**src/hw/rtl/hfp_pkg.sv**
```systemverilog
// Package for the header/tail frame parser: frame layout, phase and
// register index types. No dependencies.
`timescale 1ns / 1ps

package hfp_pkg;

  localparam int FRAME_BYTES = 13;
  localparam int BYTE_W      = 8;
  localparam int WORD_W      = 32;
  localparam int POS_W       = $clog2(FRAME_BYTES + 1);
  localparam int CFG_IDX_W   = 2;

  // Frame offsets
  localparam int MODE_AT   = 2;
  localparam int WORD_A_AT = 3;
  localparam int WORD_B_AT = 7;
  localparam int TAIL_A_AT = 11;
  localparam int TAIL_B_AT = 12;

  localparam int OUT_TDATA_W = BYTE_W + 2 * WORD_W;

  typedef enum logic [1:0] {
    PH_HUNT   = 2'd0,
    PH_SECOND = 2'd1,
    PH_BODY   = 2'd2
  } phase_t;

  typedef enum logic [CFG_IDX_W-1:0] {
    REG_HEADER_FIRST  = 2'd0,
    REG_HEADER_SECOND = 2'd1,
    REG_TAIL_FIRST    = 2'd2,
    REG_TAIL_SECOND   = 2'd3
  } cfg_reg_t;

endpackage

```
**src/hw/rtl/header_tail_frame_parser_top.sv**
```systemverilog
// m_tvalid rises in the cycle after the last frame byte is accepted.
// Throughput: one byte per cycle while s_tready is high; each byte passes
// through the phase/position registers and one compare stage into the result register.
// s_tready drops only on the last frame byte while an earlier result still waits.
// Reset (rst, synchronous): clears phase, position, output valid and config registers.
`timescale 1ns / 1ps

module header_tail_frame_parser_top import hfp_pkg::*; (
  input  logic                   clk,
  input  logic                   rst,
  // configuration write port
  input  logic                   cfg_we,
  input  logic [CFG_IDX_W-1:0]   cfg_index,
  input  logic [BYTE_W-1:0]      cfg_data,
  // byte stream in
  input  logic                   s_tvalid,
  output logic                   s_tready,
  input  logic [BYTE_W-1:0]      s_tdata,   // [7:0] rx_byte
  // frame results out
  output logic                   m_tvalid,
  input  logic                   m_tready,
  output logic [OUT_TDATA_W-1:0] m_tdata    // [7:0] frame_mode, [39:8] first_word,
                                            // [71:40] second_word
);

  logic [BYTE_W-1:0] header_first;
  logic [BYTE_W-1:0] header_second;
  logic [BYTE_W-1:0] tail_first;
  logic [BYTE_W-1:0] tail_second;

  phase_t            phase;
  phase_t            phase_next;
  logic [POS_W-1:0]  byte_position;
  logic [POS_W-1:0]  byte_position_next;

  // Only offsets that are read back are kept; the headers are checked on arrival.
  logic [BYTE_W-1:0] frame_store [MODE_AT:TAIL_A_AT];

  logic              accept;
  logic              store_en;
  logic              frame_end;
  logic              emit;

  assign accept = s_tvalid && s_tready;

  // Configuration registers
  always_ff @(posedge clk) begin
    if (rst) begin
      header_first  <= '0;
      header_second <= '0;
      tail_first    <= '0;
      tail_second   <= '0;
    end else if (cfg_we) begin
      case (cfg_reg_t'(cfg_index))
        REG_HEADER_FIRST:  header_first  <= cfg_data;
        REG_HEADER_SECOND: header_second <= cfg_data;
        REG_TAIL_FIRST:    tail_first    <= cfg_data;
        REG_TAIL_SECOND:   tail_second   <= cfg_data;
        default: ;
      endcase
    end
  end

  // Next phase and position
  always_comb begin
    phase_next         = phase;
    byte_position_next = byte_position;
    if (accept) begin
      case (phase)
        PH_HUNT: begin
          if (s_tdata == header_first) begin
            phase_next         = PH_SECOND;
            byte_position_next = POS_W'(1);
          end
        end
        PH_SECOND: begin
          if (s_tdata == header_second) begin
            phase_next         = PH_BODY;
            byte_position_next = POS_W'(MODE_AT);
          end else begin
            phase_next = PH_HUNT;
          end
        end
        default: begin
          byte_position_next = byte_position + POS_W'(1);
          if (byte_position >= POS_W'(TAIL_B_AT)) begin
            phase_next = PH_HUNT;
          end
        end
      endcase
    end
  end

  // Stream control and frame completion
  always_comb begin
    frame_end = (phase != PH_HUNT) && (phase != PH_SECOND)
                && (byte_position >= POS_W'(TAIL_B_AT));
    store_en  = accept && (phase != PH_HUNT) && (phase != PH_SECOND);
    // hold the last byte back while the previous result has not been taken
    s_tready  = !(frame_end && m_tvalid && !m_tready);
    emit      = accept && frame_end
                && (frame_store[TAIL_A_AT] == tail_first)
                && (s_tdata == tail_second);
  end

  always_ff @(posedge clk) begin
    if (rst) begin
      phase         <= PH_HUNT;
      byte_position <= '0;
    end else begin
      phase         <= phase_next;
      byte_position <= byte_position_next;
    end
  end

  always_ff @(posedge clk) begin
    for (int i = MODE_AT; i <= TAIL_A_AT; i++) begin
      if (store_en && (byte_position == POS_W'(i))) begin
        frame_store[i] <= s_tdata;
      end
    end
  end

  // Result register
  always_ff @(posedge clk) begin
    if (rst) begin
      m_tvalid <= 1'b0;
    end else if (emit) begin
      m_tvalid <= 1'b1;
    end else if (m_tready) begin
      m_tvalid <= 1'b0;
    end
  end

  always_ff @(posedge clk) begin
    if (emit) begin
      m_tdata <= {frame_store[WORD_B_AT + 3], frame_store[WORD_B_AT + 2],
                  frame_store[WORD_B_AT + 1], frame_store[WORD_B_AT],
                  frame_store[WORD_A_AT + 3], frame_store[WORD_A_AT + 2],
                  frame_store[WORD_A_AT + 1], frame_store[WORD_A_AT],
                  frame_store[MODE_AT]};
    end
  end

endmodule

```
**config.mk**
```make
export PLATFORM = sky130hd
export DESIGN_NAME = header_tail_frame_parser_top
export DESIGN_NICKNAME = d
export VERILOG_FILES = /design/src/hw/rtl/hfp_pkg.sv /design/src/hw/rtl/header_tail_frame_parser_top.sv
export SDC_FILE = /design/constraint.sdc
export NUM_CORES = 1
export LEC_CHECK = 0
export BUFFER_PORTS_ARGS = -buffer_cell sky130_fd_sc_hd__clkbuf_2
export CAP_MARGIN = 20
export CORE_MARGIN = 5
export CORE_UTILIZATION = 33
export CTS_CLUSTER_SIZE = 16
export DETAILED_ROUTE_END_ITERATION = 12
export PLACE_DENSITY_LB_ADDON = 0.05
export SYNTH_ARGS = -nofsm -noshare
export SYNTH_HDL_FRONTEND = slang
export SYNTH_SLANG_ARGS = --single-unit
```
**constraint.sdc**
```tcl
create_clock -name clk -period 7.5 [get_ports clk]
set_input_delay 1.125 -clock clk [delete_from_list [all_inputs] [get_ports clk]]
set_output_delay 1.125 -clock clk [all_outputs]
set_load 0.01 [all_outputs]
```
* Word level (Yosys, flattened, before mapping)
Memories as Yosys holds them, arrays and structs flattened. A register that Yosys moved wholly into a read port is not among the register bits.
Index checks and enable logic that the tools add are counted.
** Storage, ports and cells
- Bits of input ports :: 23
- Memories :: 1
- Bits in registers :: 39
- Bits in writable memories :: 80
** Cells by class
- Reductions and logical operators :: 42
- Add/subtract/negate cells :: 1
- Eq/ne operators :: 21
- $lt $le $gt $ge :: 1
- Mux-type cells :: 56
** Memories
- frame_store :: words 10, bits a word 8, read ports 10, clocked after memory_dff 9, write ports 1, line header_tail_frame_parser_top.sv:37 : logic [BYTE_W-1:0] frame_store [MODE_AT:TAIL_A_AT];
** Operators with widths (number)
- 2-to-1 mux 8 bit :: 9
- OR reduction 8 bit :: 9
- 2-to-1 mux 4 bit :: 11
- equality test 8 bit :: 4
- 2-to-1 mux 1 bit :: 31
- logical AND 1 bit :: 20
- equality test 4 x 3 -> 1 bit, second input constant :: 4
- equality test 4 bit, second input constant :: 4
- equality test 4 x 2 -> 1 bit, second input constant :: 2
- case mux 4 bit (2 select lines) :: 1
- AND reduction 2 bit :: 4
- 2-to-1 mux 2 bit :: 3
- AND reduction 3 bit :: 2
- adder 4 x 1 -> 4 bit, second input constant :: 1
- equality test 2 x 1 -> 1 bit, second input constant :: 2
- equality test 2 bit, second input constant :: 2
- greater-or-equal comparator 4 bit, second input constant :: 1
- logical NOT 2 bit :: 2
- inequality test 2 bit, second input constant :: 2
- case mux 2 bit (2 select lines) :: 1
- nonzero test 2 bit :: 2
- nonzero test 3 bit :: 1
- logical NOT 1 bit :: 2
- inequality test 2 x 1 -> 1 bit, second input constant :: 1

* Depth between registers and ports, before layout
- Word-level depth :: 22
- Gate-level depth with buffers :: 6

* Worst setup path before layout
OpenSTA, ideal clock, no wires.
- Path type :: input -> register
- From :: input port s_tdata[7]
- To :: register m_tdata[0] (read register of frame_store), enable pin
- Path slack :: 1.529 ns
- Path buffers :: 0
- Arrival time :: 5.428 ns
- Library setup time :: 0.542 ns
- Cell stages on the path :: 5
- Cell sequence :: xor2_1 -> nor4_1 -> and3_1 -> nand4_1 -> a41oi_1
** On the way
- Longest elaborated chain between the ends :: 2
** Ends and longest elaborated chain
- from (decl) :: line header_tail_frame_parser_top.sv:18 : input logic [BYTE_W-1:0] s_tdata,
- equality test 8 bit :: line header_tail_frame_parser_top.sv:103 : && (s_tdata == tail_second);
- logical AND 1 bit :: line header_tail_frame_parser_top.sv:103
- named net emit :: line header_tail_frame_parser_top.sv:42 : logic emit;
- to (decl) :: line header_tail_frame_parser_top.sv:22 : output logic [OUT_TDATA_W-1:0] m_tdata
The timed path passes the listed nets, and every way through them passes these cells.
A chain may end at the register's enable or synchronous reset.

* Worst setup path after layout
- From :: input port s_tdata[6]
- To :: register m_tdata[42] (read register of frame_store), enable pin
Same word-level chain as after synthesis.

==> qor.yml <==
synth:
  synth_seq_cells: 191
  synth_top_cell_area_share_pct: 69.0
  synth_most_common_cell: "edfxtp_1"
  synth_top_area_cell: "edfxtp_1"
  synth_top_cells_by_count: "152 x edfxtp_1, 39 x dfxtp_1, 36 x nor2_1"
  netlist_instances: 373
  ys_warn_count: 0
  synth_area_leaders: "edfxtp_1 69%, dfxtp_1 12%, mux2i_1 4.8%"
  synth_nets: 400
  synth_edf_count: 152
  yosysSeqAreaShare_pct: 80.8
  async_flop_share_pct: 0
  ys_types: 40
  syn_area_sq_um: 6620
  avgSynthCellArea_sq_um: 17.7
  ys.flop_type: "edfxtp_1"
sta:
  max_clock_freq_ghz: 0.301
  setup_ws_ns: 4.17
  skew_ns: 0.00726
  slew_viol_final: 0
  slew_headroom_pct: 35.4
  fin_setup_tns_ns: 0
  setup_viol_count_final: 0
  hold_viol_final: 0
  min_period_ns: 3.33
  worst_slew_pin_slew_ns: 0.970
  rsz0062_at_grt: "no"
  finalCritPeriodShare_pct: 44.4
critical_path:
  crit_type: "input pin to flip-flop"
  cpLargestDelayFamily: "buffers and inverters"
  crit_top_cell: "nand4_1"
  max_stage_delay_ns: 0.70
  r2r_start: "phase[1]"
  path_buf_inv: 2
  worstPathRequired_ns: 7.55
  slowest_stage: "buf_4"
  r2r_cells: 5
  critPathMaxFanout: 72
  regToRegSetupSlack_ns: 4.69
  cp-end-kind: "flip-flop"
  r2r-end: "m_tdata[42]"
  cp_cell_sequence: "clkbuf_2 > xnor2_1 > nand4_1 > nor4_1 > nand4_1 > a41oi_4 > buf_4"
  cp-start-kind: "input pin"
  worst-path-stages: 7
  cp.arrival_ns: 3.37
routing:
  drc_errors: 0
  postRouteAntennaNets: 0
  drtIter0Drc: 159
  drt_pass1_iterations: 4
  drt_wl_total_microns: 14000
  post_drt_wl_per_cell_microns: 18.4
  routed_via_density: 4.40
  vias: 3349
clock_network:
  cts_buffer_depth: 2
  clock_sinks: 191
  cts_made_buffers: 17
  cts_resized: 0
  clock-root-buffer: "clkbuf_16"
  post-cts-setup-buffer-count: 0
  cts_tree: "done"
  clkLatencyLatePin_ns: 0.42
  clkTransAtPathRegs_ns: 0.07
  h-tree-depth: 4
  ctsHoldBuffers: 0
die:
  fp.dieH_microns: 152
  boundaryPins: 97
  num_rows: 51
  initial_core_util_pct: 33.8
  coreArea_sq_um: 19600
  dieArea_sq_um: 23000
  die_width_microns: 152
place:
  place_inst: 728
  post-place-ws_ns: 3.66
  hpwl_microns: 9250
  io_buffers: 96
  place.gp.congestion: 0.712
pwr:
  p_per_area_nw_per_um2: 254
  leakage_nw: 2.95
  peakVddDrop_v: 0.000153
finish:
  areaGrowthSynthToFinish_pct: 20.4
  layout.cells.non_filler: 761
  layout.nets: 509
  drive_gt1_share_pct: 27.1
run:
  cap_violations: 0
hold_path:
  hold_class: "flip-flop to flip-flop"
  hold_end: "m_tdata[34]"
  hp-start: "frame_store[6][2]"
  hold_path_depth: 0
global_route:
  grtUsageTotal_pct: 12.8
  grt_max_degree: 73
  antenna_found_initial: 0
  gr-total-overflow: 0
  grt_pass1_vias: 3574
  grt_pass1_wl_microns: 21300
run_status:
  status: "completed"
## kinds of logic after synthesis
family,share of synthesized area [%]
flops,80.8
xor+xnor,4.24
fa+ha+maj,0.757
simple gates,6.41
compound gates,2.16
buf+inv,0.794
mux,4.84
## state kept, by name (all words and copies together) (netlist names)
register,count
byte_position,4
frame_store,80
header_first,8
header_second,8
m_tdata,72
m_tvalid,1
phase,2
tail_first,8
tail_second,8
## metal layers
| layer | share of wire [%] | up-vias | global-route usage [%] | wire, microns |
|---|---|---|---|---|
| met3 | 5.3 | 17 | 4.22 | 746 |
| met4 | 1.6 | 0 | 4.22 | 220 |
| met1 | 46 | 1641 | 17.1 | 6480 |
| li1 | - | 1606 | - | - |
| met5 | 0 | - | 0 | 0 |
| met2 | 47 | 85 | 19.8 | 6570 |
## worst register-to-register path, cell delays in order (launching register included)
cell     delay [ns]
dfxtp_1        0.57
nand3_2        0.22
nor4_1         0.37
nand4_1        0.23
a41oi_4        0.22
buf_4          0.70
## per-stage QoR
step	utilization [%]	cell area (sq um)	hold slack (ns)	power, mW
after floorplan	-	6620	0.400	1.19
after global placement	37.9	7420	0.402	1.22
after detailed placement	37.9	7420	0.405	1.22
after CTS	40.6	7960	0.417	2.05
after global routing	40.6	7960	0.426	2.10
final	40.6	7960	0.414	2.02
## cell usage in the layout (no fill, tap or decap), types with 3 or more instances in the layout
master | Yosys | layout
edfxtp_1 | 152 | 152
clkbuf_2 | 0 | 96
dfxtp_1 | 39 | 39
nor2_1 | 36 | 36
mux2i_1 | 32 | 32
xor2_1 | 18 | 18
clkbuf_16 | 0 | 17
xnor2_1 | 14 | 14
and2_1 | 8 | 8
nand2_1 | 7 | 7
nand4_1 | 5 | 5
and3_1 | 5 | 5
inv_1 | 4 | 4
nand2b_1 | 4 | 4
a21oi_1 | 4 | 4
ha_1 | 4 | 4
inv_6 | 0 | 4
clkinvlp_4 | 0 | 4
nor4_1 | 3 | 3
## worst max path at each step
stage / startpoint / end / slack, ns
after floorplan: s_tdata[7] / m_tdata[0] / 1.53
after global placement: s_tdata[6] / m_tdata[45] / 3.78
after detailed placement: s_tdata[6] / m_tdata[34] / 3.66
after CTS: s_tdata[6] / m_tdata[42] / 4.13
after global routing: s_tdata[6] / m_tdata[42] / 3.97
final: s_tdata[6] / m_tdata[42] / 4.17
## layout make-up
type                            count  area, sq um
Fill cell                        1822        11600
Sequential cell                   191         5350
Multi-Input combinational cell    170         1240
Timing Repair Buffer               98          495
Clock buffer                       18          429
Tap cell                          265          332
Clock inverter                     14          108
Inverter                            4         15.0
Antenna cell                        1         2.50
## report_power, final
part	switching (mW)	internal, mW	total (mW)
registers	0.00440	1.14	1.14
clock network	0.393	0.429	0.822
logic	0.0359	0.0199	0.0558
Note: power is estimated with default switching activity, not from simulation.
